<file path="config.mk">
export PLATFORM = sky130hd
export DESIGN_NAME = sequence_reorder_buffer
export DESIGN_NICKNAME = d
export VERILOG_FILES = /design/src/hw/rtl/srb_pkg.sv /design/src/hw/rtl/srb_front.sv /design/src/hw/rtl/srb_back.sv /design/src/hw/rtl/sequence_reorder_buffer.sv
export SDC_FILE = /design/constraint.sdc
export NUM_CORES = 1
export LEC_CHECK = 0
export ABC_AREA = 0
export ABC_CLOCK_PERIOD_IN_PS = 7100
export BUFFER_PORTS_ARGS = -buffer_cell sky130_fd_sc_hd__buf_2
export CAP_MARGIN = 20
export CORE_MARGIN = 3
export CORE_UTILIZATION = 30
export DETAILED_ROUTE_END_ITERATION = 10
export PLACE_DENSITY_LB_ADDON = 0.3
export SLEW_MARGIN = 20
export SYNTH_ARGS = -nofsm -noshare
export SYNTH_HDL_FRONTEND = slang
export SYNTH_SLANG_ARGS = --single-unit
</file>
<file path="constraint.sdc">
create_clock -name i_clk -period 7.1 [get_ports i_clk]
set_input_delay 0.71 -clock i_clk [delete_from_list [all_inputs] [get_ports i_clk]]
set_output_delay 0.71 -clock i_clk [all_outputs]
set_load 0.1 [all_outputs]
</file>
<file path="src/hw/rtl/srb_pkg.sv">
package srb_pkg;

    localparam int WINDOW      = 16;
    localparam int SLOT_BITS   = $clog2(WINDOW);
    localparam int HANDLE_BITS = 16;
    localparam int SEQ_BITS    = 32;
    localparam int STATUS_BITS = 3;

    localparam int S_DATA_BITS = 48;
    localparam int S_USER_BITS = 1;
    localparam int M_DATA_BITS = 56;
    localparam int M_USER_BITS = 2;
    localparam int M_PAD_BITS  = M_DATA_BITS - SEQ_BITS - HANDLE_BITS - STATUS_BITS;

    typedef enum logic [STATUS_BITS-1:0] {
        ST_IN_ORDER  = 3'd0,
        ST_STORED    = 3'd1,
        ST_LATE      = 3'd2,
        ST_BEYOND    = 3'd3,
        ST_DUPLICATE = 3'd4
    } t_status;

    typedef enum logic {
        KIND_ACK  = 1'b0,
        KIND_DATA = 1'b1
    } t_kind;

    typedef enum logic [1:0] {
        CLS_INORDER,
        CLS_AHEAD,
        CLS_LATE,
        CLS_BEYOND
    } t_cls;

    typedef enum logic {
        BK_IDLE,
        BK_DRAIN
    } t_back_state;

    typedef struct packed {
        t_cls                   cls;
        logic [SLOT_BITS-1:0]   offset;
        logic [SEQ_BITS-1:0]    seq;
        logic [HANDLE_BITS-1:0] handle;
        logic                   err;
    } t_cmd;

    typedef struct packed {
        logic                idle;
        logic [SEQ_BITS-1:0] expected_seq;
    } t_back_stat;

endpackage

</file>
<file path="src/hw/rtl/srb_front.sv">
module srb_front (
    input  logic                             i_clk,
    input  logic                             i_rst_n,
    input  logic                             s_tvalid,
    output logic                             s_tready,
    input  logic [srb_pkg::S_DATA_BITS-1:0]  s_tdata,  // seq_number, packet_handle
    input  logic [srb_pkg::S_USER_BITS-1:0]  s_tuser,  // is_error
    input  srb_pkg::t_back_stat              i_stat,
    output logic                             o_q_valid,
    output srb_pkg::t_cmd                    o_q_cmd,
    input  logic                             i_q_pop
);

    logic                                r_in_valid;
    logic                                n_in_valid;
    logic [srb_pkg::SEQ_BITS-1:0]        r_in_seq;
    logic [srb_pkg::HANDLE_BITS-1:0]     r_in_handle;
    logic                                r_in_err;
    logic                                r_q_valid;
    logic                                n_q_valid;
    srb_pkg::t_cmd                       r_q_cmd;
    srb_pkg::t_cmd                       n_q_cmd;
    logic                                accept;
    logic                                push;
    logic [srb_pkg::SEQ_BITS-1:0]        seq_gap;

    // classify only against settled state: back idle, queue empty
    assign push     = r_in_valid && !r_q_valid && i_stat.idle;
    assign s_tready = !r_in_valid || push;
    assign accept   = s_tvalid && s_tready;
    assign seq_gap  = r_in_seq - i_stat.expected_seq;

    always_comb begin
        n_q_cmd        = r_q_cmd;
        n_q_cmd.seq    = r_in_seq;
        n_q_cmd.handle = r_in_handle;
        n_q_cmd.err    = r_in_err;
        n_q_cmd.offset = seq_gap[srb_pkg::SLOT_BITS-1:0];
        if (seq_gap == '0) begin
            n_q_cmd.cls = srb_pkg::CLS_INORDER;
        end else if (seq_gap[srb_pkg::SEQ_BITS-1]) begin
            n_q_cmd.cls = srb_pkg::CLS_LATE;
        end else if (seq_gap >= srb_pkg::SEQ_BITS'(srb_pkg::WINDOW)) begin
            n_q_cmd.cls = srb_pkg::CLS_BEYOND;
        end else begin
            n_q_cmd.cls = srb_pkg::CLS_AHEAD;
        end
    end

    always_comb begin
        n_in_valid = r_in_valid;
        if (accept) begin
            n_in_valid = 1'b1;
        end else if (push) begin
            n_in_valid = 1'b0;
        end
        n_q_valid = r_q_valid;
        if (push) begin
            n_q_valid = 1'b1;
        end else if (i_q_pop) begin
            n_q_valid = 1'b0;
        end
    end

    always_ff @(posedge i_clk) begin
        if (!i_rst_n) begin
            r_in_valid <= 1'b0;
            r_q_valid  <= 1'b0;
        end else begin
            r_in_valid <= n_in_valid;
            r_q_valid  <= n_q_valid;
        end
    end

    always_ff @(posedge i_clk) begin
        if (accept) begin
            r_in_seq    <= s_tdata[srb_pkg::SEQ_BITS-1:0];
            r_in_handle <= s_tdata[srb_pkg::SEQ_BITS +: srb_pkg::HANDLE_BITS];
            r_in_err    <= s_tuser[0];
        end
        if (push) begin
            r_q_cmd <= n_q_cmd;
        end
    end

    assign o_q_valid = r_q_valid;
    assign o_q_cmd   = r_q_cmd;

    a_push_needs_idle: assert property (@(posedge i_clk) disable iff (!i_rst_n)
        $rose(r_q_valid) |-> $past(i_stat.idle))
        else $error("command queued while back end busy");

    a_no_pop_when_empty: assert property (@(posedge i_clk) disable iff (!i_rst_n)
        i_q_pop |-> r_q_valid)
        else $error("pop from empty command queue");

    a_hold_input: assert property (@(posedge i_clk) disable iff (!i_rst_n)
        (r_in_valid && r_q_valid) |=> r_in_valid)
        else $error("pending request lost");

endmodule

</file>
<file path="src/hw/rtl/srb_back.sv">
module srb_back (
    input  logic                             i_clk,
    input  logic                             i_rst_n,
    input  logic                             i_q_valid,
    input  srb_pkg::t_cmd                    i_q_cmd,
    output logic                             o_q_pop,
    output srb_pkg::t_back_stat              o_stat,
    output logic                             m_tvalid,
    input  logic                             m_tready,
    output logic [srb_pkg::M_DATA_BITS-1:0]  m_tdata,  // seq_out, handle_out, status, zero pad
    output logic [srb_pkg::M_USER_BITS-1:0]  m_tuser,  // kind, error_out
    output logic                             m_tlast
);

    srb_pkg::t_back_state                r_state;
    srb_pkg::t_back_state                n_state;
    logic [srb_pkg::SEQ_BITS-1:0]        r_expected;
    logic [srb_pkg::SEQ_BITS-1:0]        n_expected;
    logic [srb_pkg::SLOT_BITS-1:0]       r_head;
    logic [srb_pkg::SLOT_BITS-1:0]       n_head;
    logic [srb_pkg::WINDOW-1:0]          r_slot_valid;
    logic [srb_pkg::WINDOW-1:0]          n_slot_valid;
    logic [srb_pkg::HANDLE_BITS-1:0]     r_slot_handle [srb_pkg::WINDOW];
    logic                                r_slot_err    [srb_pkg::WINDOW];

    logic [srb_pkg::SEQ_BITS-1:0]        r_w_seq;
    logic [srb_pkg::SEQ_BITS-1:0]        n_w_seq;
    logic [srb_pkg::HANDLE_BITS-1:0]     r_w_handle;
    logic [srb_pkg::HANDLE_BITS-1:0]     n_w_handle;
    logic                                r_w_err;
    logic                                n_w_err;

    logic                                r_m_valid;
    logic                                n_m_valid;
    srb_pkg::t_kind                      r_m_kind;
    srb_pkg::t_kind                      n_m_kind;
    logic [srb_pkg::SEQ_BITS-1:0]        r_m_seq;
    logic [srb_pkg::SEQ_BITS-1:0]        n_m_seq;
    logic [srb_pkg::HANDLE_BITS-1:0]     r_m_handle;
    logic [srb_pkg::HANDLE_BITS-1:0]     n_m_handle;
    logic                                r_m_err;
    logic                                n_m_err;
    srb_pkg::t_status                    r_m_status;
    srb_pkg::t_status                    n_m_status;
    logic                                r_m_last;
    logic                                n_m_last;

    logic                                out_free;
    logic                                take;
    logic [srb_pkg::SLOT_BITS:0]         slot_sum;
    logic [srb_pkg::SLOT_BITS-1:0]       store_idx;
    logic [srb_pkg::SLOT_BITS-1:0]       head_inc;
    logic                                dup;
    logic                                next_valid;
    logic                                wr_store;
    srb_pkg::t_status                    ack_status;

    assign out_free = !r_m_valid || m_tready;
    assign take     = (r_state == srb_pkg::BK_IDLE) && i_q_valid && out_free;
    assign o_q_pop  = take;

    assign slot_sum  = {1'b0, r_head} + {1'b0, i_q_cmd.offset};
    assign store_idx = (slot_sum >= (srb_pkg::SLOT_BITS+1)'(srb_pkg::WINDOW))
                     ? srb_pkg::SLOT_BITS'(slot_sum - (srb_pkg::SLOT_BITS+1)'(srb_pkg::WINDOW))
                     : slot_sum[srb_pkg::SLOT_BITS-1:0];
    assign head_inc  = (r_head == srb_pkg::SLOT_BITS'(srb_pkg::WINDOW - 1))
                     ? '0 : r_head + 1'b1;
    assign dup        = r_slot_valid[store_idx];
    assign next_valid = r_slot_valid[head_inc];
    assign wr_store   = take && (i_q_cmd.cls == srb_pkg::CLS_AHEAD) && !dup;

    always_comb begin
        unique case (i_q_cmd.cls)
            srb_pkg::CLS_INORDER: ack_status = srb_pkg::ST_IN_ORDER;
            srb_pkg::CLS_AHEAD:   ack_status = dup ? srb_pkg::ST_DUPLICATE : srb_pkg::ST_STORED;
            srb_pkg::CLS_LATE:    ack_status = srb_pkg::ST_LATE;
            srb_pkg::CLS_BEYOND:  ack_status = srb_pkg::ST_BEYOND;
            default:              ack_status = srb_pkg::ST_LATE;
        endcase
    end

    always_comb begin
        n_state = r_state;
        unique case (r_state)
            srb_pkg::BK_IDLE: begin
                if (take && (i_q_cmd.cls == srb_pkg::CLS_INORDER)) begin
                    n_state = srb_pkg::BK_DRAIN;
                end
            end
            srb_pkg::BK_DRAIN: begin
                if (out_free && !next_valid) begin
                    n_state = srb_pkg::BK_IDLE;
                end
            end
            default: n_state = srb_pkg::BK_IDLE;
        endcase
    end

    always_comb begin
        n_expected   = r_expected;
        n_head       = r_head;
        n_slot_valid = r_slot_valid;
        n_w_seq      = r_w_seq;
        n_w_handle   = r_w_handle;
        n_w_err      = r_w_err;
        n_m_valid    = out_free ? 1'b0 : r_m_valid;
        n_m_kind     = r_m_kind;
        n_m_seq      = r_m_seq;
        n_m_handle   = r_m_handle;
        n_m_err      = r_m_err;
        n_m_status   = r_m_status;
        n_m_last     = r_m_last;
        unique case (r_state)
            srb_pkg::BK_IDLE: begin
                if (take) begin
                    n_m_valid  = 1'b1;
                    n_m_kind   = srb_pkg::KIND_ACK;
                    n_m_seq    = i_q_cmd.seq;
                    n_m_handle = '0;
                    n_m_err    = 1'b0;
                    n_m_status = ack_status;
                    n_m_last   = (i_q_cmd.cls != srb_pkg::CLS_INORDER);
                    n_w_seq    = i_q_cmd.seq;
                    n_w_handle = i_q_cmd.handle;
                    n_w_err    = i_q_cmd.err;
                    if (wr_store) begin
                        n_slot_valid[store_idx] = 1'b1;
                    end
                end
            end
            srb_pkg::BK_DRAIN: begin
                if (out_free) begin
                    n_m_valid  = 1'b1;
                    n_m_kind   = srb_pkg::KIND_DATA;
                    n_m_seq    = r_w_seq;
                    n_m_handle = r_w_handle;
                    n_m_err    = r_w_err;
                    n_m_status = srb_pkg::ST_IN_ORDER;
                    n_m_last   = !next_valid;
                    n_expected = r_w_seq + 1'b1;
                    n_head     = head_inc;
                    // advance onto the next held packet and free its slot
                    if (next_valid) begin
                        n_w_seq                = r_w_seq + 1'b1;
                        n_w_handle             = r_slot_handle[head_inc];
                        n_w_err                = r_slot_err[head_inc];
                        n_slot_valid[head_inc] = 1'b0;
                    end
                end
            end
            default: begin
                n_m_valid = r_m_valid;
            end
        endcase
    end

    always_ff @(posedge i_clk) begin
        if (!i_rst_n) begin
            r_state      <= srb_pkg::BK_IDLE;
            r_expected   <= '0;
            r_head       <= '0;
            r_slot_valid <= '0;
            r_m_valid    <= 1'b0;
        end else begin
            r_state      <= n_state;
            r_expected   <= n_expected;
            r_head       <= n_head;
            r_slot_valid <= n_slot_valid;
            r_m_valid    <= n_m_valid;
        end
    end

    always_ff @(posedge i_clk) begin
        r_w_seq    <= n_w_seq;
        r_w_handle <= n_w_handle;
        r_w_err    <= n_w_err;
        r_m_kind   <= n_m_kind;
        r_m_seq    <= n_m_seq;
        r_m_handle <= n_m_handle;
        r_m_err    <= n_m_err;
        r_m_status <= n_m_status;
        r_m_last   <= n_m_last;
        if (wr_store) begin
            r_slot_handle[store_idx] <= i_q_cmd.handle;
            r_slot_err[store_idx]    <= i_q_cmd.err;
        end
    end

    assign o_stat.idle         = (r_state == srb_pkg::BK_IDLE);
    assign o_stat.expected_seq = r_expected;

    assign m_tvalid = r_m_valid;
    assign m_tdata  = {{srb_pkg::M_PAD_BITS{1'b0}}, r_m_status, r_m_handle, r_m_seq};
    assign m_tuser  = {r_m_err, r_m_kind};
    assign m_tlast  = r_m_last;

    a_drain_tracks_expected: assert property (@(posedge i_clk) disable iff (!i_rst_n)
        (r_state == srb_pkg::BK_DRAIN) |-> (r_w_seq == r_expected))
        else $error("drain sequence out of step with expected number");

    a_head_slot_empty: assert property (@(posedge i_clk) disable iff (!i_rst_n)
        (r_state == srb_pkg::BK_IDLE) |-> !r_slot_valid[r_head])
        else $error("slot of expected number held while idle");

    a_open_run_in_drain: assert property (@(posedge i_clk) disable iff (!i_rst_n)
        (r_m_valid && !r_m_last) |-> (r_state == srb_pkg::BK_DRAIN))
        else $error("unterminated result run with drain finished");

    a_data_status_zero: assert property (@(posedge i_clk) disable iff (!i_rst_n)
        (r_m_valid && (r_m_kind == srb_pkg::KIND_DATA)) |-> (r_m_status == srb_pkg::ST_IN_ORDER))
        else $error("delivered packet carries an ack status");

endmodule

</file>
<file path="src/hw/rtl/sequence_reorder_buffer.sv">
// Receive-side reorder buffer for a 32-bit sequence-numbered packet stream.
// Slave channel: one request per arriving packet; tdata carries the sequence
// number (bits 31:0) and the descriptor handle (47:32), tuser the error flag.
// Master channel: for each request an acknowledgement (kind 0) with a status,
// then, for an in-order packet, the packet itself and every consecutive held
// packet (kind 1). tlast marks the final result of each request.
// Packets up to 15 ahead of the expected number are held in slots; late,
// out-of-window and duplicate packets are dropped and flagged in the ack.
// The ack passes through the input register, the command queue register and
// the output register. The input stage classifies a request only once the
// back end has settled the slot state of the previous request; an in-order
// request holds the back end while it drains through the output register,
// one delivery per cycle while the receiver does not stall.
// Reset clears the expected number to 0 and empties every slot at once.
// When the receiver stalls the output register holds its result, the back
// end stops, and the input side backs up through its one-deep queue.
module sequence_reorder_buffer (
    input  logic                             i_clk,
    input  logic                             i_rst_n,
    input  logic                             s_tvalid,
    output logic                             s_tready,
    input  logic [srb_pkg::S_DATA_BITS-1:0]  s_tdata,  // seq_number, packet_handle
    input  logic [srb_pkg::S_USER_BITS-1:0]  s_tuser,  // is_error
    output logic                             m_tvalid,
    input  logic                             m_tready,
    output logic [srb_pkg::M_DATA_BITS-1:0]  m_tdata,  // seq_out, handle_out, status, zero pad
    output logic [srb_pkg::M_USER_BITS-1:0]  m_tuser,  // kind, error_out
    output logic                             m_tlast
);

    logic                 q_valid;
    logic                 q_pop;
    srb_pkg::t_cmd        q_cmd;
    srb_pkg::t_back_stat  stat;

    srb_front u_front (
        .i_clk     (i_clk),
        .i_rst_n   (i_rst_n),
        .s_tvalid  (s_tvalid),
        .s_tready  (s_tready),
        .s_tdata   (s_tdata),
        .s_tuser   (s_tuser),
        .i_stat    (stat),
        .o_q_valid (q_valid),
        .o_q_cmd   (q_cmd),
        .i_q_pop   (q_pop)
    );

    srb_back u_back (
        .i_clk     (i_clk),
        .i_rst_n   (i_rst_n),
        .i_q_valid (q_valid),
        .i_q_cmd   (q_cmd),
        .o_q_pop   (q_pop),
        .o_stat    (stat),
        .m_tvalid  (m_tvalid),
        .m_tready  (m_tready),
        .m_tdata   (m_tdata),
        .m_tuser   (m_tuser),
        .m_tlast   (m_tlast)
    );

endmodule
</file>
### Yosys cells after proc, flatten, opt, wreduce, memory -nomap -nowiden

Memories as Yosys holds them, arrays and structs flattened.
Cells that the tools add are included.

| storage, ports and cells | value |
|---|---|
| bits in registers | 263 |
| bits in writable memories | 272 |
| input bits | 53 |
| word-level logic and storage cells | 137 |
| memories | 2 |

Memories:

| name | words | bits a word | read ports | clocked after memory_dff | wr ports | RTL line | RTL |
|---|---|---|---|---|---|---|---|
| u_back.r_slot_handle | 16 | 16 | 1 | 0 | 1 | srb_back.sv:23 | `logic [srb_pkg::HANDLE_BITS-1:0] r_slot_handle [srb_pkg::WINDOW];` |
| u_back.r_slot_err | 16 | 1 | 1 | 0 | 1 | srb_back.sv:24 | `logic r_slot_err [srb_pkg::WINDOW];` |

| cells by class | value |
|---|---|
| $add $sub $neg | 5 |
| magnitude comparators | 6 |
| equal/unequal tests | 8 |
| muxes and demuxes | 59 |
| bitwise gates (word level) | 4 |
| reduce and logical (&&, ||, !) cells | 28 |

Operator list:

| cell | number |
|---|---|
| $mux 16 | 9 |
| $mux 32 | 4 |
| $pmux 32 s2 | 2 |
| $pmux 16 s2 | 3 |
| $add 32x1->32 const B | 1 |
| $ge 32x5->1 const B | 1 |
| $logic_not 32->1 | 1 |
| $sub 32x32->32 | 1 |
| $mux 1 | 22 |
| $and 16x16->16 | 1 |
| $not 16->16 | 1 |
| $or 16x16->16 | 1 |
| $pmux 1 s2 | 6 |
| $pmux 3 s4 | 1 |
| $logic_and 1x1->1 | 11 |
| $lt 4x5->1 const B | 2 |
| $mux 3 | 3 |
| $bmux 1 s4 | 2 |
| $demux 1 s4 | 2 |
| $ge 4x1->1 const B | 2 |
| $mux 4 | 2 |
| $pmux 3 s2 | 1 |
| $reduce_bool 2->1 | 3 |
| $add 4x4->5 | 1 |
| other kinds (17) | 27 |

### Depth between registers and ports, before layout

| depth | value |
|---|---|
| word-level depth | 11 |
| depth in mapped cells | 13 |
| mapped depth without buffers | 13 |

### By module

Synthesis repeated with hierarchy kept, for this count alone.

| second synthesis, totals | value |
|---|---|
| cell total of the unflattened synthesis | 1495 |
| area total of the unflattened synthesis | 22975.8 um^2 |

Modules (own cells, without submodules):

| module | times used | cells an instance | area each (um^2) |
|---|---|---|---|
| srb_back | 1 | 1062 | 17561.8 |
| srb_front | 1 | 433 | 5413.9 |

### Least setup slack after synthesis

OpenSTA, ideal clock, no wires.

| path | value |
|---|---|
| kind | register to register |
| start point | reg u_back.r_m_valid (netlist: u_back.m_tvalid) |
| end point | reg u_back.r_w_err (enable) |
| library setup time | 0.410 ns |
| data arrival time | 4.623 ns |
| data required time | 6.690 ns |
| path slack | 2.068 ns |
| cell stages (with the launch flop) | 4 |
| buffers on the path | 0 |
| clock period less this slack | 5.032 ns |
| path through | dfxtp_1 > nor2b_1 > nor2_1 > o21a_1 |

| on the way | value |
|---|---|
| longest elaborated chain between the ends | 5 |
| elaborated cells on any way between the ends | 6 |
| those cells by class | eq/ne: 2; reduce/logical: 4 |

RTL lines:

| item | RTL line | RTL |
|---|---|---|
| start, declared | srb_back.sv:33 | `logic r_m_valid;` |
| start signal, assigned | srb_back.sv:169 | `r_m_valid <= n_m_valid;` |
| $logic_not 1->1 * | srb_back.sv:58 | `assign out_free = !r_m_valid \|\| m_tready;` |
| $logic_or 1x1->1 * | srb_back.sv:58 |  |
| $logic_and 1x1->1 | srb_back.sv:59 | `assign take = (r_state == srb_pkg::BK_IDLE) && i_q_valid && out_free;` |
| $ne 2x1->1 (no line) | - |  |
| $reduce_and 3->1 (no line) * | - |  |
| end signal, assigned | srb_back.sv:176 | `r_w_err <= n_w_err;` |
| end, declared | srb_back.sv:30 | `logic r_w_err;` |

Mark *: on every way between the ends. The rest lies on a longest branch, timed or not.
A chain may end at the register's enable or synchronous reset.

### Final worst setup path

| path | value |
|---|---|
| start point | reg u_back.r_head[0] (netlist bit) |
| end point | mem u_back.r_slot_handle[14][6] (netlist bit) (enable) |

| on the way | value |
|---|---|
| longest elaborated chain between the ends | 9 |
| elaborated cells on any way between the ends | 10 |
| those cells by class | add/sub: 2; order compare: 1; mux: 5; reduce/logical: 2 |

RTL lines:

| item | RTL line | RTL |
|---|---|---|
| start, declared | srb_back.sv:19 | `logic [srb_pkg::SLOT_BITS-1:0] r_head;` |
| start signal, assigned | srb_back.sv:167 | `r_head <= n_head;` |
| $add 4x4->5 * | srb_back.sv:62 | `assign slot_sum = {1'b0, r_head} + {1'b0, i_q_cmd.offset};` |
| $sub 4x1->4 / $ge 5x5->1 (equally long branches) | srb_back.sv:64, srb_back.sv:63 |  |
| $mux 4 * | srb_back.sv:64 | `? srb_pkg::SLOT_BITS'(slot_sum - (srb_pkg::SLOT_BITS+1)'(srb_pkg::WINDOW))` |
| $bmux 1 s4 | srb_back.sv:68 | `assign dup = r_slot_valid[store_idx];` |
| $mux 1 (not written as such) | srb_back.sv:68 |  |
| $logic_not 1->1 | srb_back.sv:70 | `assign wr_store = take && (i_q_cmd.cls == srb_pkg::CLS_AHEAD) && !dup;` |
| $logic_and 1x1->1 | srb_back.sv:70 |  |
| $mux 1 | srb_back.sv:183 | `if (wr_store) begin` |
| $mux 1 (not written as such) | srb_back.sv:184 | `r_slot_handle[store_idx] <= i_q_cmd.handle;` |
| end, declared | srb_back.sv:23 |  |

Mark *: on every way between the ends. The rest lies on a longest branch, timed or not. The select of a mux whose other input is x is not followed.

==> metrics <==
outcome=finished clean; Post-CTS Resized=0; final wirelength=55550 microns; Crit. End Element=flip-flop; Synth area leaders=edfxtp_1 63%, mux4_2 9.1%, dfxtp_1 4.9%; clk buf depth=3; Yosys top cell area share=62.66%; crit-path max cell delay=0.89 ns; Syn Inst Count=1502; Worst-path clk slew=0.06 ns; Ports=114; clk sink count=535; H-tree depth=2; global route total overflow=0; Layout Utilization=35.28%; CP most frequent cell=mux2i_1; Slew Viols, Final=0; via count=13136; Routability Congestion=0.8503; slowest CP cell=fa_1; critical path required time=7.40 ns; CTS tree=yes; die span in y=282.6 microns; Routed Antenna Nets=0; row cnt=100; sequential area share after synthesis=67.54%; cell area after synthesis=22960 sq um; Starting DRT DRC Count=1032; #FFs+latches synth=535; Port-buffer cells=108; global-route wire length before repair=84070 microns; TritonCTS Buffers=55; Die ar.=79880 sq um; placed inst area=24670 sq um; clk_skew=0.02382 ns; gr usage total=13.84%; Synth Warn #=0; PwrDens=255.4 nW/um^2; Routed met2 length=24950 microns; post-synth cell types=65; layout cells sized above 1=22.78%; max-cap check violation count=0; post-DR vias/cell=4.981; WP data arrival=4.63 ns; wire length per cell=21.06 microns; CTS Hold Bufs=0; f_max=230.6 MHz; largest net degree at the start of global routing=76; dominant cell type by area after synthesis=edfxtp_1; Max VDD drop=0.1641 mV; metal3 WL=3163 microns; Tot Pwr=0.006764 W; DP HPWL=36780 microns; Antenna diodes=0; ys async rst share=0%; startpoint types=flip-flop; clock latency on the worst-skew pair=0.61 ns; setup bufs post-CTS=0; initial antenna violation count=1; setup violators final=0; slew margin rel.=33.07%; Leak Pwr=8.668 nW; fin crit period=4.337 ns; maximum fanout along the worst path=14; CP cell instances=ha_1 > fa_1 > mux4_2 > mux2i_1 > mux2i_1 > nor4_4 > nand2_1 > nor2_1 > buf_4; Final #Nets=1717; Fin. Hold Viols=0; DRC violations left=0; core area=75070 sq um; Metal-1 WL=26380 microns; finished layout cell area=26480 sq um; Avg Cell Area, Syn=15.28 sq um; EDFF count, synth=479; Root Buffer=clkbuf_16; setup TNS=0 ns; 1st-pass router iterations=5; Hold Crit Class=in -> reg; worst slew pin tran=1.004 ns; initial core utilization=30.58%; commonest cells in the synthesized netlist=479 x edfxtp_1, 128 x nor2_1, 93 x a21oi_1, 93 x mux4_2, 69 x nand2_1; Setup CP Type=reg -> reg; Max Used Layer=met4; Top FF cell, synth=edfxtp_1; fin crit share=61.09%; vias in the first global route=13271; count leader, synth=edfxtp_1; Area growth, synth to finish=15.35%; Die X=282.6 microns; RSZ-0062 raised after global routing=false
## where the power goes
part | switching, W | internal (W) | total [W]
clock | 0.00121 | 0.00167 | 0.00288
combinational | 0.000249 | 0.0000925 | 0.000341
sequential | 0.0000521 | 0.00349 | 0.00354
total | 0.00151 | 0.00525 | 0.00676
## layout make-up
type	count	area [sq um]
Inverter	63	236.5
Sequential cell	535	15510
Clock buffer	76	1506
Fill cell	7170	48590
Multi-Input combinational cell	832	6959
Clock inverter	26	304.0
Tap cell	969	1212
Timing Repair Buffer	136	754.5
## final timing paths
kind         slack (ns)                     endpoint  cells past startpoint             start
max                2.76  u_back.r_slot_handle[14][6]                      9  u_back.r_head[0]
min                0.27         u_front.r_in_seq[17]                      1       s_tdata[17]
max reg2reg        2.76  u_back.r_slot_handle[14][6]                      9  u_back.r_head[0]
min reg2reg        0.42           u_front.o_q_cmd[0]                      0  u_front.r_in_err
## registers in the layout, summed over array words and instances (netlist names), 3 cells and up
name	cells
u_back.r_slot_handle	256
u_front.o_q_cmd	55
u_back.r_expected	32
u_back.r_m_seq	32
u_back.r_w_seq	32
u_front.r_in_seq	32
u_back.r_m_handle	16
u_back.r_slot_err	16
u_back.r_slot_valid	16
u_back.r_w_handle	16
u_front.r_in_handle	16
u_back.r_head	4
u_back.r_m_status	3
## layer usage
| layer | global-route usage, % | vias up |
|---|---|---|
| li1 | - | 6046 |
| met1 | 20.54 | 6697 |
| met2 | 20.85 | 323 |
| met3 | 2.616 | 70 |
| met4 | 3.566 | 0 |
| met5 | 0 | - |
## stage by stage
step	std cells	hold WS [ns]	worst slack [ns]
final	2637	0.2694	2.763
after global routing	2637	0.2421	2.501
after CTS	2637	0.2317	2.764
after detailed placement	2535	0.4045	2.782
after global placement	2535	0.4030	2.935
after floorplan	1506	0.4003	2.068
## worst max-delay path: cells and delay by family, from the launching register on
kind / cells / cell delay (ns)
adder cells (fa/ha/maj): 2 / 1.14
buffers and inverters: 1 / 0.33
flip-flops: 1 / 0.41
multiplexers: 3 / 0.89
AND/OR/NAND/NOR: 3 / 1.24
## kinds of logic (layout without fill, tap and decap cells)
family,Yosys count,count (layout),synth area share (%)
AO/OA/AOI/OAI,259,259,7.015
XOR/XNOR,46,46,1.837
adder cells (fa/ha/maj),41,41,2.300
buffers and inverters,139,301,2.523
flip-flops,535,535,67.54
multiplexers,149,149,11.90
other,1,5,0.01633
AND/OR/NAND/NOR,332,332,6.867
## cell usage in the layout, fill, tap and decap left out, types with 8 or more instances in the layout
cell       count
a211oi_1      32
a21o_1        13
a21oi_1       93
a31oi_1       14
and2_1        21
and3_1        11
and4_1         8
buf_2        108
buf_4         27
clkbuf_1      17
clkbuf_16     56
clkinv_2      11
dfxtp_1       55
edfxtp_1     479
ha_1          38
inv_1         62
mux2_2        49
mux4_2        93
nand2_1       69
nand2b_1      10
nand3_1       26
nand4_1       16
nor2_1       127
nor3_1        15
o211ai_1      10
o21ai_0       48
xnor2_1       24
xor2_1        20
Power figures use the tool's default switching activity.
